===== src/rtl/tekd_pkg.sv =====
package tekd_pkg;

   // input item kinds
   localparam logic [1:0] MODE_CHAR = 2'd0;
   localparam logic [1:0] MODE_EOF  = 2'd1;
   localparam logic [1:0] MODE_POLL = 2'd2;

   // decoder phases
   localparam logic [2:0] PH_IDLE   = 3'd0;
   localparam logic [2:0] PH_ESC    = 3'd1;
   localparam logic [2:0] PH_CSI    = 3'd2;
   localparam logic [2:0] PH_SS3    = 3'd3;
   localparam logic [2:0] PH_DIGIT  = 3'd4;
   localparam logic [2:0] PH_FOURTH = 3'd5;
   localparam logic [2:0] PH_FINAL  = 3'd6;

   // key codes
   localparam logic [4:0] KEY_CHAR   = 5'd0;
   localparam logic [4:0] KEY_ESC    = 5'd1;
   localparam logic [4:0] KEY_NONE   = 5'd2;
   localparam logic [4:0] KEY_UP     = 5'd3;
   localparam logic [4:0] KEY_DOWN   = 5'd4;
   localparam logic [4:0] KEY_RIGHT  = 5'd5;
   localparam logic [4:0] KEY_LEFT   = 5'd6;
   localparam logic [4:0] KEY_HOME   = 5'd7;
   localparam logic [4:0] KEY_END    = 5'd8;
   localparam logic [4:0] KEY_DEL    = 5'd9;
   localparam logic [4:0] KEY_PGUP   = 5'd10;
   localparam logic [4:0] KEY_PGDN   = 5'd11;
   localparam logic [4:0] KEY_CRIGHT = 5'd12;
   localparam logic [4:0] KEY_CLEFT  = 5'd13;
   localparam logic [4:0] KEY_ALT    = 5'd14;
   localparam logic [4:0] KEY_F1     = 5'd15;
   localparam logic [4:0] KEY_F2     = 5'd16;
   localparam logic [4:0] KEY_F3     = 5'd17;
   localparam logic [4:0] KEY_F4     = 5'd18;
   localparam logic [4:0] KEY_F5     = 5'd19;
   localparam logic [4:0] KEY_F6     = 5'd20;
   localparam logic [4:0] KEY_F7     = 5'd21;
   localparam logic [4:0] KEY_F8     = 5'd22;
   localparam logic [4:0] KEY_F9     = 5'd23;
   localparam logic [4:0] KEY_F10    = 5'd24;
   localparam logic [4:0] KEY_F11    = 5'd25;
   localparam logic [4:0] KEY_F12    = 5'd26;

   // ascii characters of interest
   localparam logic [7:0] CH_ESC   = 8'h1B;
   localparam logic [7:0] CH_LBR   = 8'h5B;
   localparam logic [7:0] CH_SS3   = 8'h4F;
   localparam logic [7:0] CH_TILDE = 8'h7E;
   localparam logic [7:0] CH_SEMI  = 8'h3B;
   localparam logic [7:0] CH_0     = 8'h30;
   localparam logic [7:0] CH_1     = 8'h31;
   localparam logic [7:0] CH_2     = 8'h32;
   localparam logic [7:0] CH_3     = 8'h33;
   localparam logic [7:0] CH_4     = 8'h34;
   localparam logic [7:0] CH_5     = 8'h35;
   localparam logic [7:0] CH_6     = 8'h36;
   localparam logic [7:0] CH_7     = 8'h37;
   localparam logic [7:0] CH_8     = 8'h38;
   localparam logic [7:0] CH_9     = 8'h39;
   localparam logic [7:0] CH_A     = 8'h41;
   localparam logic [7:0] CH_B     = 8'h42;
   localparam logic [7:0] CH_C     = 8'h43;
   localparam logic [7:0] CH_D     = 8'h44;
   localparam logic [7:0] CH_F     = 8'h46;
   localparam logic [7:0] CH_H     = 8'h48;

   typedef struct packed {
      logic       emit;
      logic [4:0] key_code;
      logic       alt_is_delete;
      logic       pass_char;
   } step_ctl_type;

endpackage


===== src/rtl/tekd_req_if.sv =====
interface tekd_req_if #(
   parameter int CHAR_WIDTH = 21
) ();
   logic                  valid;
   logic                  ready;
   logic [1:0]            mode;
   logic [CHAR_WIDTH-1:0] char_in;

   modport source (output valid, output mode, output char_in, input ready);
   modport sink   (input valid, input mode, input char_in, output ready);
endinterface


===== src/rtl/tekd_rsp_if.sv =====
interface tekd_rsp_if #(
   parameter int CHAR_WIDTH = 21
) ();
   logic                  valid;
   logic                  ready;
   logic [4:0]            key_code;
   logic [CHAR_WIDTH-1:0] char_value;
   logic                  alt_is_delete;

   modport source (output valid, output key_code, output char_value, output alt_is_delete,
                   input ready);
   modport sink   (input valid, input key_code, input char_value, input alt_is_delete,
                   output ready);
endinterface


===== src/rtl/terminal_escape_key_decoder_core.sv =====
// Escape-sequence key decoder: takes one terminal character (or an end-of-input or poll
// transaction) per cycle while req_if.ready is high and returns at most one key event per
// transaction, in order. A transaction is held in the input register, where the decode
// logic and the sequence state work on it, and its result is then registered in the
// output register, or in the skid stage behind it when that is full. The sustained rate is
// one transaction per cycle while the consumer keeps up. The rate is set by the sequence
// state, which is updated once per transaction. The output side holds up to two results,
// so a stalled consumer only stops req_if.ready once both are full and the input register
// holds a transaction that gives a key event.
module terminal_escape_key_decoder_core #(
   parameter int CHAR_WIDTH = 21
) (
   input logic         clock,
   input logic         reset,
   tekd_req_if.sink    req_if,
   tekd_rsp_if.source  rsp_if
);
   import tekd_pkg::*;

   logic                  in_valid_ff, in_valid_in;
   logic [1:0]            mode_ff, mode_in;
   logic [CHAR_WIDTH-1:0] char_ff, char_in;
   logic [2:0]            phase_ff, phase_in;
   logic [3:0]            first_ff, first_in;
   logic [7:0]            second_ff, second_in;
   logic                  third_ff, third_in;
   step_ctl_type          ctl;
   logic                  out_ready;
   logic                  advance;
   logic                  accept;

   tekd_step #(
      .CHAR_WIDTH (CHAR_WIDTH)
   ) u_step (
      .phase       (phase_ff),
      .first_digit (first_ff),
      .second_code (second_ff),
      .third_five  (third_ff),
      .mode        (mode_ff),
      .char_in     (char_ff),
      .ctl         (ctl),
      .phase_in    (phase_in),
      .first_in    (first_in),
      .second_in   (second_in),
      .third_in    (third_in)
   );

   tekd_out_reg #(
      .CHAR_WIDTH (CHAR_WIDTH)
   ) u_out_reg (
      .clock      (clock),
      .reset      (reset),
      .push       (advance && ctl.emit),
      .push_ctl   (ctl),
      .push_char  (char_ff),
      .push_ready (out_ready),
      .rsp_if     (rsp_if)
   );

   always_comb begin
      advance      = in_valid_ff && (!ctl.emit || out_ready);
      req_if.ready = !in_valid_ff || advance;
      accept       = req_if.valid && req_if.ready;

      in_valid_in = accept ? 1'b1 : (advance ? 1'b0 : in_valid_ff);
      mode_in     = accept ? req_if.mode : mode_ff;
      char_in     = accept ? req_if.char_in : char_ff;
   end

   always_ff @(posedge clock) begin
      if (reset) begin
         in_valid_ff <= 1'b0;
         phase_ff    <= PH_IDLE;
         first_ff    <= '0;
         second_ff   <= '0;
         third_ff    <= 1'b0;
      end else begin
         in_valid_ff <= in_valid_in;
         if (advance) begin
            phase_ff  <= phase_in;
            first_ff  <= first_in;
            second_ff <= second_in;
            third_ff  <= third_in;
         end
      end
      mode_ff <= mode_in;
      char_ff <= char_in;
   end

   assert property (@(posedge clock) disable iff (reset)
      (advance && mode_ff == MODE_EOF) |=> phase_ff == PH_IDLE)
      else $error("end of input left a sequence open");

   assert property (@(posedge clock) disable iff (reset)
      (advance && ctl.emit) |=> phase_ff == PH_IDLE)
      else $error("sequence still open after a key event");

   assert property (@(posedge clock) disable iff (reset)
      rsp_if.valid |-> rsp_if.key_code <= KEY_F12)
      else $error("key code out of range");

   assert property (@(posedge clock) disable iff (reset)
      (in_valid_ff && !advance) |=> (in_valid_ff && $stable(char_ff) && $stable(mode_ff)))
      else $error("held transaction lost from the input register");

endmodule


===== src/rtl/tekd_step.sv =====
module tekd_step #(
   parameter int CHAR_WIDTH = 21
) (
   input  logic [2:0]            phase,
   input  logic [3:0]            first_digit,
   input  logic [7:0]            second_code,
   input  logic                  third_five,
   input  logic [1:0]            mode,
   input  logic [CHAR_WIDTH-1:0] char_in,
   output tekd_pkg::step_ctl_type ctl,
   output logic [2:0]            phase_in,
   output logic [3:0]            first_in,
   output logic [7:0]            second_in,
   output logic                  third_in
);
   import tekd_pkg::*;

   logic [7:0] c_code;
   logic       idle;
   logic       short_hit;
   logic [4:0] short_key;

   always_comb begin
      // anything wider than eight bits folds to nul, which matches none of the codes
      c_code = ((char_in >> 8) == '0) ? char_in[7:0] : 8'h00;
      idle   = !(phase inside {[PH_ESC:PH_FINAL]});

      short_hit = 1'b1;
      case (first_digit)
         CH_1[3:0], CH_7[3:0]: short_key = KEY_HOME;
         CH_3[3:0]:            short_key = KEY_DEL;
         CH_4[3:0], CH_8[3:0]: short_key = KEY_END;
         CH_5[3:0]:            short_key = KEY_PGUP;
         CH_6[3:0]:            short_key = KEY_PGDN;
         default: begin
            short_key = KEY_ESC;
            short_hit = 1'b0;
         end
      endcase

      ctl           = '0;
      ctl.key_code  = KEY_ESC;
      phase_in      = phase;
      first_in      = first_digit;
      second_in     = second_code;
      third_in      = third_five;

      if (mode == MODE_EOF) begin
         ctl.emit     = 1'b1;
         ctl.key_code = idle ? KEY_NONE : KEY_ESC;
      end else if (mode != MODE_CHAR) begin
         // poll inside a sequence leaves it open
         if (idle) begin
            ctl.emit     = 1'b1;
            ctl.key_code = KEY_NONE;
         end
      end else begin
         case (phase)
            PH_ESC: begin
               if (c_code == CH_LBR) begin
                  phase_in = PH_CSI;
               end else if (c_code == CH_SS3) begin
                  phase_in = PH_SS3;
               end else begin
                  ctl.emit      = 1'b1;
                  ctl.key_code  = KEY_ALT;
                  ctl.pass_char = 1'b1;
               end
            end
            PH_CSI: begin
               if (c_code inside {[CH_0:CH_9]}) begin
                  first_in = c_code[3:0];
                  phase_in = PH_DIGIT;
               end else begin
                  ctl.emit = 1'b1;
                  case (c_code)
                     CH_A:    ctl.key_code = KEY_UP;
                     CH_B:    ctl.key_code = KEY_DOWN;
                     CH_C:    ctl.key_code = KEY_RIGHT;
                     CH_D:    ctl.key_code = KEY_LEFT;
                     CH_H:    ctl.key_code = KEY_HOME;
                     CH_F:    ctl.key_code = KEY_END;
                     default: ctl.key_code = KEY_ESC;
                  endcase
               end
            end
            PH_SS3: begin
               ctl.emit = 1'b1;
               case (c_code)
                  CH_H:    ctl.key_code = KEY_HOME;
                  CH_F:    ctl.key_code = KEY_END;
                  default: ctl.key_code = KEY_ESC;
               endcase
            end
            PH_DIGIT: begin
               if (c_code == CH_TILDE && short_hit) begin
                  ctl.emit     = 1'b1;
                  ctl.key_code = short_key;
               end else begin
                  second_in = c_code;
                  phase_in  = PH_FOURTH;
               end
            end
            PH_FOURTH: begin
               third_in = (c_code == CH_5);
               ctl.emit = 1'b1;
               if (first_digit == CH_1[3:0]) begin
                  if (second_code == CH_SEMI) begin
                     if (c_code == CH_5 || c_code == CH_3) begin
                        ctl.emit = 1'b0;
                        phase_in = PH_FINAL;
                     end
                  end else if (c_code == CH_TILDE) begin
                     case (second_code)
                        CH_1:    ctl.key_code = KEY_F1;
                        CH_2:    ctl.key_code = KEY_F2;
                        CH_3:    ctl.key_code = KEY_F3;
                        CH_4:    ctl.key_code = KEY_F4;
                        CH_5:    ctl.key_code = KEY_F5;
                        CH_7:    ctl.key_code = KEY_F6;
                        CH_8:    ctl.key_code = KEY_F7;
                        CH_9:    ctl.key_code = KEY_F8;
                        default: ctl.key_code = KEY_ESC;
                     endcase
                  end
               end else if (first_digit == CH_2[3:0]) begin
                  if (c_code == CH_TILDE) begin
                     case (second_code)
                        CH_0:    ctl.key_code = KEY_F9;
                        CH_1:    ctl.key_code = KEY_F10;
                        CH_3:    ctl.key_code = KEY_F11;
                        CH_4:    ctl.key_code = KEY_F12;
                        default: ctl.key_code = KEY_ESC;
                     endcase
                  end
               end else if (first_digit == CH_3[3:0] && second_code == CH_SEMI &&
                            c_code == CH_3) begin
                  ctl.emit = 1'b0;
                  phase_in = PH_FINAL;
               end
            end
            PH_FINAL: begin
               ctl.emit = 1'b1;
               if (first_digit == CH_1[3:0] && third_five) begin
                  if (c_code == CH_C) begin
                     ctl.key_code = KEY_CRIGHT;
                  end else if (c_code == CH_D) begin
                     ctl.key_code = KEY_CLEFT;
                  end
               end else if (first_digit == CH_1[3:0]) begin
                  ctl.key_code  = KEY_ALT;
                  ctl.pass_char = 1'b1;
               end else if (first_digit == CH_3[3:0] && c_code == CH_TILDE) begin
                  ctl.key_code      = KEY_ALT;
                  ctl.alt_is_delete = 1'b1;
               end
            end
            default: begin
               // idle, also any phase code that should never occur
               if (c_code == CH_ESC) begin
                  phase_in = PH_ESC;
               end else begin
                  ctl.emit      = 1'b1;
                  ctl.key_code  = KEY_CHAR;
                  ctl.pass_char = 1'b1;
               end
            end
         endcase
      end

      if (ctl.emit) begin
         phase_in = PH_IDLE;
      end
   end

endmodule


===== src/rtl/tekd_out_reg.sv =====
module tekd_out_reg #(
   parameter int CHAR_WIDTH = 21
) (
   input  logic                   clock,
   input  logic                   reset,
   input  logic                   push,
   input  tekd_pkg::step_ctl_type push_ctl,
   input  logic [CHAR_WIDTH-1:0]  push_char,
   output logic                   push_ready,
   tekd_rsp_if.source             rsp_if
);
   import tekd_pkg::*;

   logic                  main_valid_ff, main_valid_in;
   logic [4:0]            main_key_ff, main_key_in;
   logic [CHAR_WIDTH-1:0] main_char_ff, main_char_in;
   logic                  main_del_ff, main_del_in;
   logic                  skid_valid_ff, skid_valid_in;
   logic [4:0]            skid_key_ff, skid_key_in;
   logic [CHAR_WIDTH-1:0] skid_char_ff, skid_char_in;
   logic                  skid_del_ff, skid_del_in;
   logic [CHAR_WIDTH-1:0] new_char;
   logic                  pop;

   always_comb begin
      new_char   = push_ctl.pass_char ? push_char : '0;
      push_ready = !skid_valid_ff;
      pop        = main_valid_ff && rsp_if.ready;

      main_valid_in = main_valid_ff;
      main_key_in   = main_key_ff;
      main_char_in  = main_char_ff;
      main_del_in   = main_del_ff;
      skid_valid_in = skid_valid_ff;
      skid_key_in   = skid_key_ff;
      skid_char_in  = skid_char_ff;
      skid_del_in   = skid_del_ff;

      if (pop) begin
         if (skid_valid_ff) begin
            main_key_in   = skid_key_ff;
            main_char_in  = skid_char_ff;
            main_del_in   = skid_del_ff;
            skid_valid_in = 1'b0;
         end else begin
            main_valid_in = push;
            main_key_in   = push_ctl.key_code;
            main_char_in  = new_char;
            main_del_in   = push_ctl.alt_is_delete;
         end
      end else if (push) begin
         if (!main_valid_ff) begin
            main_valid_in = 1'b1;
            main_key_in   = push_ctl.key_code;
            main_char_in  = new_char;
            main_del_in   = push_ctl.alt_is_delete;
         end else begin
            skid_valid_in = 1'b1;
            skid_key_in   = push_ctl.key_code;
            skid_char_in  = new_char;
            skid_del_in   = push_ctl.alt_is_delete;
         end
      end

      rsp_if.valid         = main_valid_ff;
      rsp_if.key_code      = main_key_ff;
      rsp_if.char_value    = main_char_ff;
      rsp_if.alt_is_delete = main_del_ff;
   end

   always_ff @(posedge clock) begin
      if (reset) begin
         main_valid_ff <= 1'b0;
         skid_valid_ff <= 1'b0;
      end else begin
         main_valid_ff <= main_valid_in;
         skid_valid_ff <= skid_valid_in;
      end
      main_key_ff  <= main_key_in;
      main_char_ff <= main_char_in;
      main_del_ff  <= main_del_in;
      skid_key_ff  <= skid_key_in;
      skid_char_ff <= skid_char_in;
      skid_del_ff  <= skid_del_in;
   end

   assert property (@(posedge clock) disable iff (reset) push |-> !skid_valid_ff)
      else $error("result pushed into a full output buffer");

   assert property (@(posedge clock) disable iff (reset) skid_valid_ff |-> main_valid_ff)
      else $error("skid stage holds a result while the output register is empty");

   assert property (@(posedge clock) disable iff (reset)
      (push && main_valid_ff && !rsp_if.ready) |=> skid_valid_ff)
      else $error("stalled result was dropped instead of parked in the skid stage");

endmodule

===== src/flat_wrapper.sv =====
// flat-port wrapper written by rule: the top's interface ports become plain ports
module terminal_escape_key_decoder_core_flat import tekd_pkg::*;
#(
   parameter int CHAR_WIDTH = 21
)
  (clock, reset, req_if_valid, req_if_mode, req_if_char_in, req_if_ready, rsp_if_valid, rsp_if_key_code, rsp_if_char_value, rsp_if_alt_is_delete, rsp_if_ready);
  tekd_req_if #(.CHAR_WIDTH(CHAR_WIDTH)) req_if_i ();
  tekd_rsp_if #(.CHAR_WIDTH(CHAR_WIDTH)) rsp_if_i ();
  input logic clock;
  input logic reset;
  input wire logic [$bits(req_if_i.valid)-1:0] req_if_valid;
  input wire logic [$bits(req_if_i.mode)-1:0] req_if_mode;
  input wire logic [$bits(req_if_i.char_in)-1:0] req_if_char_in;
  output wire logic [$bits(req_if_i.ready)-1:0] req_if_ready;
  output wire logic [$bits(rsp_if_i.valid)-1:0] rsp_if_valid;
  output wire logic [$bits(rsp_if_i.key_code)-1:0] rsp_if_key_code;
  output wire logic [$bits(rsp_if_i.char_value)-1:0] rsp_if_char_value;
  output wire logic [$bits(rsp_if_i.alt_is_delete)-1:0] rsp_if_alt_is_delete;
  input wire logic [$bits(rsp_if_i.ready)-1:0] rsp_if_ready;
  assign req_if_i.valid = req_if_valid;
  assign req_if_i.mode = req_if_mode;
  assign req_if_i.char_in = req_if_char_in;
  assign req_if_ready = req_if_i.ready;
  assign rsp_if_valid = rsp_if_i.valid;
  assign rsp_if_key_code = rsp_if_i.key_code;
  assign rsp_if_char_value = rsp_if_i.char_value;
  assign rsp_if_alt_is_delete = rsp_if_i.alt_is_delete;
  assign rsp_if_i.ready = rsp_if_ready;
  terminal_escape_key_decoder_core #(.CHAR_WIDTH(CHAR_WIDTH)) u_core (.clock(clock), .reset(reset), .req_if(req_if_i), .rsp_if(rsp_if_i));
endmodule

===== config.mk =====
export PLATFORM = sky130hd
export DESIGN_NAME = terminal_escape_key_decoder_core_flat
export DESIGN_NICKNAME = d
export VERILOG_FILES = /design/src/rtl/tekd_pkg.sv /design/src/rtl/tekd_req_if.sv /design/src/rtl/tekd_rsp_if.sv /design/src/rtl/terminal_escape_key_decoder_core.sv /design/src/rtl/tekd_step.sv /design/src/rtl/tekd_out_reg.sv /design/src/flat_wrapper.sv
export SDC_FILE = /design/constraint.sdc
export NUM_CORES = 1
export LEC_CHECK = 0
export ABC_AREA = 1
export BUFFER_PORTS_ARGS = -buffer_cell sky130_fd_sc_hd__buf_4
export CAP_MARGIN = 20
export CORE_ASPECT_RATIO = 1.1
export CORE_MARGIN = 3
export CORE_UTILIZATION = 59
export DETAILED_ROUTE_END_ITERATION = 10
export HOLD_SLACK_MARGIN = 0.03
export PLACE_DENSITY = 0.9
export SLEW_MARGIN = 5
export SYNTH_ARGS = -nofsm -noshare
export SYNTH_HDL_FRONTEND = slang
export SYNTH_HIERARCHICAL = 1
export SYNTH_SLANG_ARGS = --single-unit

===== constraint.sdc =====
create_clock -name clock -period 5.2 [get_ports clock]
set_input_delay 0 -clock clock [delete_from_list [all_inputs] [get_ports clock]]
set_output_delay 0 -clock clock [all_outputs]
set_load 0.03 [all_outputs]

==> flow_summary.json <==
{
  "synth-seq-cells": 96,
  "rsz0062_at_grt": "false",
  "cp_common_cell": "nand2_1",
  "grt_pass1_wl_um": 21400,
  "grt_pass1_vias": 4459,
  "wl_per_cell_um": 16.0,
  "postRouteAntennaNets": 0,
  "synth_flop_cell": "edfxtp_1",
  "grt.total_usage": 0.271,
  "maxCapViolations": 0,
  "post-place-cells": 787,
  "worst_path_max_delay_cell": "inv_1",
  "synth.distinct_cells": 40,
  "fillerInstances": 650,
  "stdcell_count": 832,
  "clock-sinks": 96,
  "setup-violations-final": 0,
  "hold_viol_final": 0,
  "insertion_delay_ns": 0.37,
  "multiInputGateArea_um2": 2090,
  "post_cts_resized": 0,
  "syn_area_um2": 5310,
  "post-route-util": 0.721,
  "drt-initial-drc-count": 590,
  "final_common_cell": "nand2_1",
  "synth_area_per_cell_um2": 8.30,
  "synth-edff-count": 77,
  "path_cells": "nor2_1, nand2_1, nor2_2, nand2_1, nor2_1, nand3_1, nor2_2, nand2_1, nand2_1, nand2_1, inv_1, nand3_1, nand2_2, inv_2, nand3_1, nand2_1, inv_1",
  "p_leak_nw": 2.74,
  "crit_path_max_incr_delay_ns": 0.69,
  "finalMaxSlewViolations": 0,
  "antenna_found_initial": 1,
  "min_period_ns": 3.82,
  "htreeDepth": 3,
  "critPathRequiredTime_ns": 5.19,
  "synth_fp_nets": 666,
  "dp_slack_ns": 1.60,
  "die_y_um": 105,
  "dp_hpwl_um": 9220,
  "hp-class": "primary input to flop",
  "cts_root_buf": "clkbuf_8",
  "design.die.area_um2": 10200,
  "worst_setup_path_end_kind": "flop",
  "layout_common_cells": "nand2_1, inv_1, edfxtp_1, nor2_1, buf_4",
  "grt_max_degree": 49,
  "cts_tree": "built",
  "layout_setup_ws_ns": 1.38,
  "finalCritPeriodShare": 0.735,
  "nets": 742,
  "cts.reportedPaths.clkPinSlew_ns": 0.10,
  "total_power_w": 0.00158,
  "synthCells": 639,
  "via_per_inst": 5.72,
  "drc": 0,
  "firstDrtPassIters": 7,
  "slew_headroom": 0.360,
  "layout-drive-gt1-share": 0.176,
  "portBuffers": 55,
  "floorplan.initialDensity": 0.618,
  "synth_warnings": 6,
  "area_growth_pct": 16.6,
  "grt.overflow.total": 0,
  "seq_area_um2": 2690,
  "core.rowCount": 35,
  "start_kind": "flop",
  "crit_type": "flop to flop",
  "vias": 4762,
  "cp.arrival_ns": 3.81,
  "critPathMaxFanout": 23,
  "status": "complete, no violations",
  "async_reset_ff_frac": 0,
  "tns_ns": 0,
  "powerDensity_nw_per_um2": 256,
  "max_freq_mhz": 262,
  "coreArea_um2": 8580,
  "die_w_um": 96.4,
  "cts-buffers-inserted": 9,
  "worst_slew_pin_slew_ns": 0.959,
  "place_congestion": 1.01,
  "clock_skew_ns": 0.0130,
  "wirelength_um": 13400,
  "ys_seq_area_frac": 0.508,
  "clock_tree.buffer_depth": 2,
  "vdd_ir_drop_max_uv": 159,
  "io-pin-count": 56
}
## cell usage after synthesis (2+ instances only)
library cell / number / area, um^2
inv_2: 3 / 11.3
nand3_1: 54 / 270
nand4_1: 18 / 113
nor2_2: 9 / 56.3
dfxtp_1: 19 / 380
a31oi_1: 2 / 12.5
o211ai_1: 2 / 15.0
nand3b_1: 2 / 15.0
nand2_1: 156 / 586
nor3_1: 9 / 45.0
inv_1: 92 / 345
o21ai_2: 10 / 87.6
buf_2: 5 / 25.0
nand2_2: 12 / 75.1
edfxtp_1: 77 / 2310
buf_6: 7 / 78.8
clkbuf_1: 3 / 11.3
a21oi_1: 25 / 125
nand3_2: 5 / 50.1
o21ai_0: 35 / 175
mux2_2: 2 / 22.5
buf_4: 3 / 22.5
nor2_4: 4 / 45.0
nor2_1: 67 / 251
o21ai_1: 3 / 15.0
## power breakdown
part / internal, W / switching, W / total [W] / leakage [nW]
Sequential: 0.000873 / 0.0000306 / 0.000903 / 0.892
Clock: 0.000179 / 0.000266 / 0.000445 / 0.0937
Combinational: 0.0000870 / 0.000149 / 0.000236 / 1.76
Total: 0.00114 / 0.000445 / 0.00158 / 2.74
## path summary, 6_finish.rpt
check                                   startpoint                                to  slack (ns)  cells past startpoint
setup / recovery      u_core/char_ff[19]$_DFFE_PP_      u_core/char_ff[18]$_DFFE_PP_        1.38                     17
hold / removal                   req_if_char_in[7]       u_core/char_ff[7]$_DFFE_PP_        0.36                      2
hold reg to reg   u_core/second_ff[6]$_SDFFE_PP0P_  u_core/second_ff[6]$_SDFFE_PP0P_        0.50                      2
setup reg to reg      u_core/char_ff[19]$_DFFE_PP_      u_core/char_ff[18]$_DFFE_PP_        1.38                     17
## through the flow
step	instance area, um^2	hold slack [ns]
global route	6190	0.354
floorplan	5310	0.0691
global placement	5710	0.179
finish	6190	0.361
detailed placement	5710	0.179
CTS	6150	0.340
## metal layers
metal / GRT usage / up-vias / wire length (um)
li1: - / 2255 / -
met1: 0.340 / 2159 / 5170
met2: 0.448 / 284 / 6470
met3: 0.0450 / 64 / 1070
met4: 0.132 / 0 / 638
met5: 0 / - / 0
## registers in the layout, summed over array words and instances, names as in the netlist, 2 cells and up
signal / cells
u_core/char_ff: 21
u_core/u_out_reg/rsp_if.char_value: 21
u_core/u_out_reg/skid_char_ff: 21
u_core/second_ff: 8
u_core/u_out_reg/rsp_if.key_code: 5
u_core/u_out_reg/skid_key_ff: 5
u_core/first_ff: 4
u_core/phase_ff: 3
u_core/mode_ff: 2
## cell families after synthesis
group | synth area share
AO/OA/AOI/OAI | 0.0922
buffers and inverters | 0.0991
flip-flops | 0.508
multiplexers | 0.00424
AND/OR/NAND/NOR | 0.297
## area by class of cell
type,instances,area share
antenna,1,0.000405
clock buffer,9,0.0200
clock inverter,7,0.00829
inverter,96,0.0583
timing repair buffer,85,0.117
sequential,96,0.435
tap,111,0.0225
multi-input combinational,427,0.338
## what timing repair did
action                    in CTS  in global routing
hold endpoints to repair      26                  0
buffers inserted               0                  0
hold buffers                  26                  0
## worst max-delay path: cells and delay by family, from the launching register on
family	cells	cell delay, ns
buffers and inverters	3	0.81
DFF	1	0.40
and+or+nand+nor	14	2.24
(Power assumes the default switching activity.)
